===== src/hdl/packet_protocol_statistics_defines.svh =====
// ----------------------------------------------------------------------------
// packet protocol statistics assertion macros
// shared assertion forms for the statistics block, clocked on the rising edge
// and held off while reset is asserted
// ----------------------------------------------------------------------------
`ifndef PACKET_PROTOCOL_STATISTICS_DEFINES_SVH
`define PACKET_PROTOCOL_STATISTICS_DEFINES_SVH

// same-cycle implication
`define PPS_ASSERT_NOW(label, clk, rstn, ante, cons, msg) \
    label: assert property (@(posedge clk) disable iff (!rstn) (ante) |-> (cons)) \
        else $error(msg);

// next-cycle implication
`define PPS_ASSERT_NEXT(label, clk, rstn, ante, cons, msg) \
    label: assert property (@(posedge clk) disable iff (!rstn) (ante) |=> (cons)) \
        else $error(msg);

`endif


===== src/hdl/ppstat_pkg.sv =====
// ----------------------------------------------------------------------------
// ppstat_pkg
// shared types and constants of the packet protocol statistics block
// ----------------------------------------------------------------------------
package ppstat_pkg;

    // fixed field widths
    localparam int TYPE_W   = 16;
    localparam int PROTO_W  = 8;
    localparam int FLEN_W   = 16;
    localparam int STAMP_W  = 64;
    localparam int TOTAL_W  = 64;

    // ip protocol table
    localparam int PROTO_ENTRIES = 256;
    localparam int PROTO_AW      = 8;

    // ethertype codes and register reset
    localparam logic [TYPE_W-1:0] LLC_LIMIT_RESET = 16'h05DC;
    localparam logic [TYPE_W-1:0] ETYPE_VLAN      = 16'h8100;
    localparam logic [TYPE_W-1:0] ETYPE_IPV4      = 16'h0800;
    localparam logic [TYPE_W-1:0] ETYPE_IPV6      = 16'h86DD;

    // request codes on the input side
    typedef enum logic [1:0] {
        REQ_FRAME   = 2'd0,
        REQ_SUMMARY = 2'd1,
        REQ_TYPE    = 2'd2,
        REQ_PROTO   = 2'd3
    } req_kind_t;

    // result codes on the output side
    typedef enum logic [1:0] {
        KIND_SUMMARY = 2'd0,
        KIND_TYPE    = 2'd1,
        KIND_PROTO   = 2'd2
    } read_kind_t;

    // classified item passed from front to back
    typedef struct packed {
        req_kind_t            req;
        logic [FLEN_W-1:0]    len;
        logic [STAMP_W-1:0]   stamp;
        logic [TYPE_W-1:0]    type_idx;
        logic [PROTO_W-1:0]   proto_idx;
        logic                 type_hit;
        logic                 proto_hit;
    } work_item_t;

    // result payload, first member in the top bits
    typedef struct packed {
        logic [STAMP_W-1:0]   last_seen;
        logic [STAMP_W-1:0]   first_seen;
        logic [FLEN_W-1:0]    longest;
        logic [FLEN_W-1:0]    shortest;
        logic [TOTAL_W-1:0]   byte_total;
        logic [TOTAL_W-1:0]   packet_total;
    } result_t;

endpackage


===== src/hdl/ppstat_fifo.sv =====
// ----------------------------------------------------------------------------
// ppstat_fifo
// two-entry queue of classified items between front and back
// ----------------------------------------------------------------------------
module ppstat_fifo (
    input  logic                    aclk,
    input  logic                    aresetn,
    input  logic                    push,
    input  ppstat_pkg::work_item_t  push_item,
    output logic                    full,
    input  logic                    pop,
    output logic                    not_empty,
    output ppstat_pkg::work_item_t  head_item
);

    ppstat_pkg::work_item_t entry_reg [2];
    logic       wr_ptr_reg;
    logic       wr_ptr_next;
    logic       rd_ptr_reg;
    logic       rd_ptr_next;
    logic [1:0] count_reg;
    logic [1:0] count_next;

    assign full      = (count_reg == 2'd2);
    assign not_empty = (count_reg != 2'd0);
    assign head_item = entry_reg[rd_ptr_reg];

    // pointer and fill level
    always_comb begin
        wr_ptr_next = wr_ptr_reg ^ push;
        rd_ptr_next = rd_ptr_reg ^ pop;
        count_next  = count_reg + 2'(push) - 2'(pop);
    end

    always_ff @(posedge aclk) begin
        if (push) begin
            entry_reg[wr_ptr_reg] <= push_item;
        end
        if (!aresetn) begin
            wr_ptr_reg <= 1'b0;
            rd_ptr_reg <= 1'b0;
            count_reg  <= 2'd0;
        end else begin
            wr_ptr_reg <= wr_ptr_next;
            rd_ptr_reg <= rd_ptr_next;
            count_reg  <= count_next;
        end
    end

endmodule


===== config.mk =====
export PLATFORM = sky130hd
export DESIGN_NAME = ppstat_fifo
export DESIGN_NICKNAME = d
export VERILOG_FILES = /design/src/hdl/packet_protocol_statistics_defines.svh /design/src/hdl/ppstat_pkg.sv /design/src/hdl/ppstat_fifo.sv
export SDC_FILE = /design/constraint.sdc
export NUM_CORES = 1
export LEC_CHECK = 0
export BUFFER_PORTS_ARGS = -buffer_cell sky130_fd_sc_hd__buf_2
export CELL_PAD_IN_SITES_DETAIL_PLACEMENT = 1
export CELL_PAD_IN_SITES_GLOBAL_PLACEMENT = 2
export CORE_ASPECT_RATIO = 1.75
export CORE_UTILIZATION = 30
export DETAILED_ROUTE_END_ITERATION = 8
export PLACE_DENSITY = 0.75
export SYNTH_ARGS = -nofsm -noshare
export SYNTH_HDL_FRONTEND = slang
export SYNTH_SLANG_ARGS = --single-unit
export TNS_END_PERCENT = 30

===== constraint.sdc =====
create_clock -name aclk -period 4.9 [get_ports aclk]
set_input_delay 0.735 -clock aclk [delete_from_list [all_inputs] [get_ports aclk]]
set_output_delay 0.735 -clock aclk [all_outputs]
set_load 0.02 [all_outputs]

Yosys cells after proc, flatten, opt, wreduce, memory -nomap -nowiden
Memory sizes are Yosys's and may differ from the RTL's. A register that Yosys moved wholly into a read port is not among the register bits.
Cells that the tools add are included.
Widths: inputs -> output; s select.

storage, ports and cells
  register bits = 4
  RAM bits = 216
  output and inout bits = 110
  word-level logic and storage cells = 13
  memories = 1

operators by class
  $add $sub $neg = 2
  equal/unequal tests = 1
  muxes and demuxes = 3
  bitwise logic cells = 2
  reduce and logical (&&, ||, !) cells = 1

memories
  name       words  width  read ports  clocked after memory_dff  wr ports  RTL line           RTL
  entry_reg  2      108    1           1                         1         ppstat_fifo.sv:16  ppstat_pkg::work_item_t entry_reg [2];

operators by type and width
  cell                count
  $mux 1              3
  $add 2x1->2         1
  $eq 2x2->1 const B  1
  $reduce_bool 2->1   1
  $sub 2x1->2         1
  $xor 1x1->1         2

Depth between registers and ports, before layout
  depth after elaboration = 2
  gate-level depth with buffers = 6
  depth with buffers taken out = 6

Worst setup path after synthesis
OpenSTA, ideal clock, no wires.

  kind = input -> register
  from = input push
  to = memory entry_reg[0][0] (netlist bit) (enable)
  setup time = 0.480 ns
  data arrival time = 3.284 ns
  data required time = 4.420 ns
  setup slack = 1.136 ns
  stages on the path = 1
  path buffers = 0
  cells stage by stage = ha_1

on the way
  cells in the longest elaborated chain, start to end = 2

RTL lines
  item                          RTL line           RTL
  from (decl)                   ppstat_fifo.sv:8   input logic push,
  $mux 1                        ppstat_fifo.sv:36  if (push) begin
  $mux 1 (not written as such)  ppstat_fifo.sv:37  entry_reg[wr_ptr_reg] <= push_item;
  to (decl)                     ppstat_fifo.sv:16

No other way between the ends.

==> metrics.yaml <==
status:
  status: "finished, final reports clean"
placement:
  numPlacedInstances: 896
  port_buffers: 221
  place.gp.congestion: 0.7255
  dp_hpwl_mm: 12.10
  place_ws_ns: 2.078
route:
  vias: 4146
  wl_per_cell_um: 18.83
  final_antenna_net_count: 0
  drt_iter0_drc: 118
  via_per_inst: 4.415
  postRouteWirelength_mm: 17.68
  firstDrtPassIters: 4
  drcViolationCount: 0
layout:
  largest_reg_flops: 216
  drive_above_1_share: 0.6098
  layout.nets: 712
  n_fill_cell: 2679
  final_cell_count_no_fill: 939
  area_growth_pct: 27.50
sta:
  period_needed_ns: 3.262
  hold_viol_final: 0
  slew_headroom: 0.3897
  post-route-period-util: 0.6658
  tightest_slew_ns: 0.9154
  final_max_slew_viol_count: 0
  fmax_ghz: 0.3065
  layout_setup_ws_ns: 1.638
  skew_ns: 0.005524
  setup_tns_ns: 0
  rsz0062_at_grt: "false"
  finalSetupViolations: 0
clocking:
  clk_latency_ns: 0.50
  cts_root_buffer: "clkbuf_16"
  cts_tree: "yes"
  cts.repair.resized: 0
  cts_sinks: 221
  path_clk_slew_ns: 0.06
  cts_max_level: 1
  post_cts_buffers: 0
  clk_path_buf_depth: 3
  cts_buffers: 22
  cts_hold_buffers: 0
setup_path:
  cp_cell_sequence: "buf_4 > mux2_2 > buf_2"
  worstSetupPathType: "reg2out"
  cp_slowest_stage_delay_ns: 0.94
  crit_slowest_cell: "dfxtp_4"
  critPathMaxFanout: 59
  arrival_ns: 2.53
  endpoint_kind: "output port"
  startpoint_type: "register"
  regToRegStartpoint: "wr_ptr_reg"
  worstPathRequired_ns: 4.16
floorplanning:
  die_area_mm2: 0.02768
  initial_utilization: 0.3046
  core_area_mm2: 0.02659
  pin_count: 222
  fp.dieH_um: 219.4
  fp-row-count: 79
  die_w_um: 126.2
global_routing:
  grt_pass1_wl_mm: 24.90
  grt_use_total: 0.1225
  first_global_vias: 4638
  grt_max_degree: 60
  overflow: 0
  antenna_found_initial: 6
power_and_ir_drop:
  sw_frac_of_total: 0.2366
  power_w: 0.004460
  pwr-share-clk: 0.373
  peakVddDrop_mv: 0.3184
  p_int_w: 0.003405
  switchingPower_w: 0.001055
  p_seq_frac: 0.506
  p_leak_nw: 3.872
  powerDensity_mw_per_mm2: 431.9
  p_comb_frac: 0.121
logic_synthesis:
  yosysTopAreaCell: "edfxtp_1"
  ys_types: 13
  postSynthAreaPerCell_um2: 22.69
  synthCells: 357
  syn_area_mm2: 0.008099
  synth_edf_count: 216
  synth.most_common_cell: "edfxtp_1"
  syn-num-nets: 473
  ys_warn_count: 0
  synthTopCellsByCount: "216 x edfxtp_1, 88 x mux2_2, 20 x mux2_4, 8 x buf_2, 5 x dfxtp_1"
  async_flop_share: 0
  ys_seq_area_frac: 0.8132
  yosysTopAreaCellShare: 0.8009
  yosys-top-cells-area: "edfxtp_1 80%, mux2_2 12%, mux2_4 3.7%"
  synth_seq_cells: 221
  ys.flop_type: "edfxtp_1"
flow_run:
  maxCapViolCount: 0
min_path:
  min_path_type: "in2reg"
  min_from: "push_item[62]"
-- per-layer routing --
layer,global-route usage,wire (µm)
met5,0,23
met4,0.06265,508
met3,0.03242,1047
met2,0.2532,10570
met1,0.1027,5535
-- through the flow --
stage	hold WS [ns]	utilization	cell area, µm²
floorplan	0.5215	-	8099
global placement	0.5619	0.3610	9599
detailed placement	0.5715	0.3610	9599
CTS	0.3824	0.3879	10310
global route	0.3848	0.3882	10320
finish	0.4124	0.3884	10330
-- final timing paths --
kind	endpoint	slack (ns)	cells after the start
worst min register to register	register	0.58	2
worst max register to register	entry_reg[0][32]	3.05	3
worst max-delay path	head_item[41]	1.64	3
worst min-delay path	entry_reg[1][62]	0.41	1
-- critical path, delay by kind of cell (launching register included) --
| kind | cells | cell delay [ns] |
|---|---|---|
| DFF | 1 | 0.94 |
| buffers and inverters | 2 | 0.65 |
| muxes | 1 | 0.40 |
-- logic make-up (layout without fill, tap and decap cells) --
group,count (synthesis),in the layout,synth area share
buf+inv,15,268,0.01190
flops,221,221,0.8132
simple gates,7,7,0.005408
mux,108,108,0.1594
other cells,0,5,0
xor+xnor,2,2,0.003862
fa+ha+maj,4,4,0.006180
-- placed cells by master, fill, tap and decap left out --
cell / instances
clkbuf_1: 4
nor2b_1: 3
dfxtp_4: 1
buf_4: 6
ha_4: 2
ha_1: 2
clkinv_8: 1
xor2_1: 1
xnor3_1: 1
or2_2: 1
clkinv_1: 1
and2_1: 3
clkinvlp_4: 2
dfxtp_1: 4
clkinv_4: 1
buf_2: 221
edfxtp_1: 216
bufinv_16: 2
clkinv_2: 4
diode_2: 5
inv_1: 3
clkbuf_16: 23
mux2_2: 88
mux2_4: 20
-- power by group through the flow --
| stage | sequential (W) | combinational [W] | clock (W) |
|---|---|---|---|
| 3_3_place_gp | 0.00229 | 0.000534 | 0 |
| 4_1_cts | 0.00226 | 0.000551 | 0.00172 |
| 5_1_grt | 0.00227 | 0.000575 | 0.00177 |
| 3_5_place_dp | 0.00230 | 0.000549 | 0 |
| 2_1_floorplan | 0.00228 | 0.000365 | 0 |
| 6_report | 0.00226 | 0.000539 | 0.00166 |
-- final cells by class --
class                      instances  area [µm²]  area share
clock inverter                    11       123.9     0.01200
clock buffer                      27       590.6     0.05719
sequential                       221        6590      0.6382
multi-input combinational        121        1441      0.1396
timing repair buffer             227        1151      0.1115
antenna                            5       12.51    0.001212
inverter                           3       11.26    0.001091
tap                              324       405.4     0.03926
Power figures use the tool's default switching activity.
