**src/hdl/packet_protocol_statistics_defines.svh**
```systemverilog
// ----------------------------------------------------------------------------
// packet protocol statistics assertion macros
// shared assertion forms for the statistics block, clocked on the rising edge
// and held off while reset is asserted
// ----------------------------------------------------------------------------
`ifndef PACKET_PROTOCOL_STATISTICS_DEFINES_SVH
`define PACKET_PROTOCOL_STATISTICS_DEFINES_SVH

// same-cycle implication
`define PPS_ASSERT_NOW(label, clk, rstn, ante, cons, msg) \
    label: assert property (@(posedge clk) disable iff (!rstn) (ante) |-> (cons)) \
        else $error(msg);

// next-cycle implication
`define PPS_ASSERT_NEXT(label, clk, rstn, ante, cons, msg) \
    label: assert property (@(posedge clk) disable iff (!rstn) (ante) |=> (cons)) \
        else $error(msg);

`endif

```
**src/hdl/ppstat_pkg.sv**
```systemverilog
// ----------------------------------------------------------------------------
// ppstat_pkg
// shared types and constants of the packet protocol statistics block
// ----------------------------------------------------------------------------
package ppstat_pkg;

    // fixed field widths
    localparam int TYPE_W   = 16;
    localparam int PROTO_W  = 8;
    localparam int FLEN_W   = 16;
    localparam int STAMP_W  = 64;
    localparam int TOTAL_W  = 64;

    // ip protocol table
    localparam int PROTO_ENTRIES = 256;
    localparam int PROTO_AW      = 8;

    // ethertype codes and register reset
    localparam logic [TYPE_W-1:0] LLC_LIMIT_RESET = 16'h05DC;
    localparam logic [TYPE_W-1:0] ETYPE_VLAN      = 16'h8100;
    localparam logic [TYPE_W-1:0] ETYPE_IPV4      = 16'h0800;
    localparam logic [TYPE_W-1:0] ETYPE_IPV6      = 16'h86DD;

    // request codes on the input side
    typedef enum logic [1:0] {
        REQ_FRAME   = 2'd0,
        REQ_SUMMARY = 2'd1,
        REQ_TYPE    = 2'd2,
        REQ_PROTO   = 2'd3
    } req_kind_t;

    // result codes on the output side
    typedef enum logic [1:0] {
        KIND_SUMMARY = 2'd0,
        KIND_TYPE    = 2'd1,
        KIND_PROTO   = 2'd2
    } read_kind_t;

    // classified item passed from front to back
    typedef struct packed {
        req_kind_t            req;
        logic [FLEN_W-1:0]    len;
        logic [STAMP_W-1:0]   stamp;
        logic [TYPE_W-1:0]    type_idx;
        logic [PROTO_W-1:0]   proto_idx;
        logic                 type_hit;
        logic                 proto_hit;
    } work_item_t;

    // result payload, first member in the top bits
    typedef struct packed {
        logic [STAMP_W-1:0]   last_seen;
        logic [STAMP_W-1:0]   first_seen;
        logic [FLEN_W-1:0]    longest;
        logic [FLEN_W-1:0]    shortest;
        logic [TOTAL_W-1:0]   byte_total;
        logic [TOTAL_W-1:0]   packet_total;
    } result_t;

endpackage

```
**src/hdl/ppstat_front.sv**
```systemverilog
// ----------------------------------------------------------------------------
// ppstat_front
// accepts input beats, holds the llc limit register and classifies each item
// ----------------------------------------------------------------------------
module ppstat_front #(
    parameter int TYPE_ENTRIES = 65536,
    parameter int LEN_WIDTH    = 16
) (
    input  logic                    aclk,
    input  logic                    aresetn,
    // configuration write
    input  logic                    cfg_valid,
    output logic                    cfg_ready,
    input  logic [15:0]             cfg_data,
    // input stream
    input  logic                    s_tvalid,
    output logic                    s_tready,
    input  logic [1:0]              s_tuser,
    input  logic [119:0]            s_tdata,
    // toward the queue
    input  logic                    fifo_full,
    input  logic                    clearing,
    output logic                    push,
    output ppstat_pkg::work_item_t  push_item
);

    localparam logic [ppstat_pkg::FLEN_W-1:0] LEN_MASK =
        ppstat_pkg::FLEN_W'((32'd1 << LEN_WIDTH) - 32'd1);

    logic [ppstat_pkg::TYPE_W-1:0]  llc_max_reg;
    logic [ppstat_pkg::TYPE_W-1:0]  llc_max_next;
    logic [ppstat_pkg::FLEN_W-1:0]  frame_len;
    logic [ppstat_pkg::TYPE_W-1:0]  ether_type;
    logic [ppstat_pkg::PROTO_W-1:0] ip_proto;
    logic [ppstat_pkg::STAMP_W-1:0] time_stamp;
    logic [15:0]                    read_index;
    ppstat_pkg::req_kind_t          req;
    logic                           above_llc;
    logic                           ip_carrier;

    // unpack the beat
    assign req        = ppstat_pkg::req_kind_t'(s_tuser);
    assign frame_len  = s_tdata[15:0];
    assign ether_type = s_tdata[31:16];
    assign ip_proto   = s_tdata[39:32];
    assign time_stamp = s_tdata[103:40];
    assign read_index = s_tdata[119:104];

    // handshakes
    assign cfg_ready = 1'b1;
    assign s_tready  = !fifo_full && !clearing;
    assign push      = s_tvalid && s_tready;

    // llc limit register
    always_comb begin
        llc_max_next = llc_max_reg;
        if (cfg_valid && cfg_ready) begin
            llc_max_next = cfg_data;
        end
    end

    always_ff @(posedge aclk) begin
        if (!aresetn) begin
            llc_max_reg <= ppstat_pkg::LLC_LIMIT_RESET;
        end else begin
            llc_max_reg <= llc_max_next;
        end
    end

    // classify the item
    assign above_llc  = (ether_type > llc_max_reg);
    assign ip_carrier = (ether_type == ppstat_pkg::ETYPE_VLAN) ||
                        (ether_type == ppstat_pkg::ETYPE_IPV4);

    always_comb begin
        push_item.req       = req;
        push_item.len       = frame_len & LEN_MASK;
        push_item.stamp     = time_stamp;
        push_item.type_idx  = ether_type;
        push_item.proto_idx = ip_proto;
        push_item.type_hit  = above_llc && (32'(ether_type) < TYPE_ENTRIES);
        push_item.proto_hit = above_llc && ip_carrier;
        if (req != ppstat_pkg::REQ_FRAME) begin
            push_item.type_idx  = read_index;
            push_item.proto_idx = read_index[ppstat_pkg::PROTO_W-1:0];
            push_item.type_hit  = (32'(read_index) < TYPE_ENTRIES);
            push_item.proto_hit = (32'(read_index) < ppstat_pkg::PROTO_ENTRIES);
        end
    end

endmodule

```
**config.mk**
```make
export PLATFORM = sky130hd
export DESIGN_NAME = ppstat_front
export DESIGN_NICKNAME = d
export VERILOG_FILES = /design/src/hdl/packet_protocol_statistics_defines.svh /design/src/hdl/ppstat_pkg.sv /design/src/hdl/ppstat_front.sv
export SDC_FILE = /design/constraint.sdc
export NUM_CORES = 1
export LEC_CHECK = 0
export BUFFER_PORTS_ARGS = -buffer_cell sky130_fd_sc_hd__clkbuf_2
export CAP_MARGIN = 20
export CORE_AREA = 2 2 99 101
export DETAILED_ROUTE_END_ITERATION = 6
export DIE_AREA = 0 0 101 103
export SLEW_MARGIN = 40
export SYNTH_ARGS = -nofsm -noshare
export SYNTH_HDL_FRONTEND = slang
export SYNTH_SLANG_ARGS = --single-unit
```
**constraint.sdc**
```tcl
create_clock -name aclk -period 4.8 [get_ports aclk]
set_input_delay 0.48 -clock aclk [delete_from_list [all_inputs] [get_ports aclk]]
set_output_delay 0.48 -clock aclk [all_outputs]
set_load 0.05 [all_outputs]
```
-- After elaboration in Yosys (flattened, before gate mapping)
Index checks and enable logic that the tools add are counted.
- logic and storage cells: 13
- bits in registers: 16
- bits of input ports: 144
- output and inout port bits: 111
- equality and inequality tests: 2
- mux-type cells: 1
- order comparisons: 2
- reduce and logical (&&, ||, !) cells: 7
- operators with widths (operator ; number):
    2-to-1 mux 26 bit ; 1
    == test 16 x 12 -> 1 bit, second input constant ; 1
    == test 16 bit, second input constant ; 1
    greater-than comparator 16 bit ; 1
    < comparator 16 x 9 -> 1 bit, second input constant ; 1
    logical AND 1 bit ; 3
    logical NOT 1 bit ; 2
    nonzero test 2 bit ; 1
    logical OR 1 bit ; 1

-- Logic depth before layout (Yosys ltp)
- depth after elaboration: 4
- depth in mapped cells: 7
- depth with buffers taken out: 7

-- Least setup slack after synthesis
OpenSTA, ideal clock, no wires.
- kind: input -> output
- start point: in s_tdata[31]
- end point: out push_item[1] (netlist bit)
- stages on the path: 6
- data required time: 4.320 ns
- data arrival time: 2.283 ns
- buffers on the path: 0
- path slack: 2.037 ns
- cells stage by stage: ha_1 nand4_2 nor4_2 a21boi_1 and4b_1 o21ai_1
- RTL lines (element ; RTL line ; source):
    start: declaration ; ppstat_front.sv:19 ; input logic [119:0] s_tdata,
    end: declaration ; ppstat_front.sv:24 ; output ppstat_pkg::work_item_t push_item

==> results.yml <==
critical_path:
  crit_path_max_fanout: 4
  crit_path_start: "llc_max_reg[15]$_SDFFE_PN0P_"
  crit_arrival_ns: 2.34
  cp-end-kind: "primary output"
  r2r_slack_ns: 4.18
  worst_setup_path_start_kind: "flip-flop"
  rr_endpoint: "llc_max_reg[1]$_SDFFE_PN0P_"
  worstPathRequired_ns: 4.32
  critPathCapture: "push_item[1]"
  crit_type: "reg -> out"
  reg2reg_from: "llc_max_reg[1]$_SDFFE_PN0P_"
  reg2reg_depth: 2
pwr:
  peakVddDrop_v: 0.000161
  power.density_nw_per_um2: 222
  finalPower_w: 0.000439
  p_leak_nw: 1.09
logic_synthesis:
  synthCells: 279
  synth_top_area_frac: 0.315
  syn_nets: 439
  ys_ff_latch: 16
  synth_most_common_cell: "buf_4"
  synth.area.top_cells: "buf_4, dfxtp_1, nand2_1"
  yosysTopAreaCell: "buf_4"
  avgSynthCellArea_sq_um: 7.09
  syn-cell-area_sq_um: 1980
  synth_common_cells: "buf_4, nand2_1, dfxtp_1, ha_1, inv_1"
  synth_edf_count: 0
  synth_warnings: 0
  synth.distinct_cells: 30
  yosysSeqAreaShare: 0.162
  synthArstFlopShare: 0
  ys.flop_type: "dfxtp_1"
routing:
  wl_per_cell_um: 17.9
  drt_pass1_iterations: 4
  antenna_left: 0
  avgViaCountPerCell: 4.25
  drt_iter0_drc: 91
  drc: 0
  totalWireLength_mm: 7.16
  via_count: 1701
finish:
  fin_nets: 448
  fillers: 1096
  drive_above_1_share: 0.360
  fin_util: 0.209
  design_area_sq_um: 1980
  largest_register_ff_count: 16
  area.growth.synth_to_final_pct: 0.0634
  antenna_cells: 0
place:
  numPortBuffers: 93
  gp_congestion: 0.891
  place_area_sq_um: 1940
  hpwlAfterDp_mm: 6.36
  dpl_worst_slack_ns: 1.97
clocking:
  h-tree-depth: 1
  cts_buffers: 3
  clockBufferDepth: 2
  cts_root_buffer: "clkbuf_8"
  cts.sinks: 16
  clock_latency_ns: 0.24
  cts_resized: 0
  cts_tree: "done"
  cts_setup_buffers: 0
  cts_hold_buf: 0
  clk_pin_slew_ns: 0.06
timing:
  fin_skew_ns: 0
  worstMarginPinSlew_ns: 0.554
  final-setup-viol-count: 0
  rsz0062_at_grt: "false"
  max_freq_ghz: 0.355
  fin_ws_ns: 1.98
  fin_tns_setup_ns: 0
  final_max_slew_viol_count: 0
  min_period_ns: 2.82
  fin_crit_sh: 0.587
  relSlewSlack: 0.631
  finalHoldViolations: 0
floorplanning:
  num_rows: 36
  dieArea_sq_um: 10400
  core_sq_um: 9460
  die_w_um: 101
  die_y_um: 103
  io_pins: 255
  start_util: 0.209
grt:
  grt_antenna_before_repair: 0
  grtUsageTotal: 0.120
  overflow: 0
  grt_first_pass_wirelength_mm: 9.18
  grt_max_degree: 25
  grt_pass1_vias: 1439
min_path:
  hp-class: "in -> reg"
outcome:
  status: "finished, final reports clean"
run:
  cap_violations: 0
==> critical path, stage by stage (launching register included) <==
cell and delay (ns):
dfxtp_1 0.33, inv_1 0.04, ha_1 0.29, nand4_2 0.16
nor4_2 0.32, a21boi_1 0.18, and4b_1 0.23, o21ai_1 0.21
clkbuf_2 0.33
==> cell usage in the layout, fill, tap and decap left out <==
cell	instances
clkbuf_2	93
nor2b_1	11
nand4_1	3
or2_1	1
nor2_1	6
inv_1	16
buf_4	2
a21oi_1	7
mux2i_1	9
and4_1	1
o211ai_1	7
nand3_1	1
and2_1	2
nand4_2	1
o21ai_1	1
clkbuf_8	3
a21boi_1	1
and4b_1	1
o21ai_0	4
nor3_1	3
conb_1	1
nand2_1	72
nor4_1	3
nor3_2	1
nor4_2	2
dfxtp_1	16
o21ai_2	1
or3_1	1
ha_1	16
==> worst min-delay path by stage <==
stage                                       startpoint                            to  slack (ns)  depth (start not counted)
after floorplan           llc_max_reg[10]$_SDFFE_PN1P_  llc_max_reg[10]$_SDFFE_PN1P_        0.46                          2
after global placement     llc_max_reg[7]$_SDFFE_PN1P_   llc_max_reg[7]$_SDFFE_PN1P_        0.48                          2
after detailed placement   llc_max_reg[7]$_SDFFE_PN1P_   llc_max_reg[7]$_SDFFE_PN1P_        0.48                          2
after CTS                                  cfg_data[2]   llc_max_reg[2]$_SDFFE_PN1P_        0.44                          3
after global routing                       cfg_data[6]   llc_max_reg[6]$_SDFFE_PN1P_        0.47                          3
final                                      cfg_data[2]   llc_max_reg[2]$_SDFFE_PN1P_        0.44                          3
==> cell type report <==
class | count | area [sq um] | share of cell area
flip-flops and latches | 16 | 320 | 0.162
well taps | 114 | 143 | 0.0721
inverters | 16 | 60.1 | 0.0304
clock buffers | 3 | 41.3 | 0.0209
repair buffers | 95 | 480 | 0.243
multi-input cells | 156 | 933 | 0.472
==> cells by family after synthesis <==
family,after synthesis,share of synthesized area
buffers and inverters,107,0.366
and+or+nand+nor,109,0.258
AOI/OAI and AO/OA,21,0.0652
other,1,0.00190
DFF,16,0.162
muxes,9,0.0456
adders and majority gates,16,0.101
==> routing by layer <==
| layer | vias up | share of wire | global-route usage |
|---|---|---|---|
| li1 | 825 | - | - |
| met1 | 724 | 0.35 | 0.128 |
| met2 | 140 | 0.48 | 0.203 |
| met3 | 12 | 0.15 | 0.0698 |
| met4 | 0 | 0.013 | 0.0364 |
| met5 | - | 0 | 0 |
==> metrics by stage <==
step | instances | hold WS [ns]
after global routing | 400 | 0.467
after CTS | 400 | 0.444
after detailed placement | 397 | 0.477
after global placement | 397 | 0.476
after floorplan | 279 | 0.459
final | 400 | 0.445
==> power by group <==
| group | switching [W] | internal, W |
|---|---|---|
| registers | 0.00000325 | 0.000141 |
| logic | 0.000137 | 0.0000609 |
| clock network | 0.0000406 | 0.0000555 |
Power figures use the tool's default switching activity.
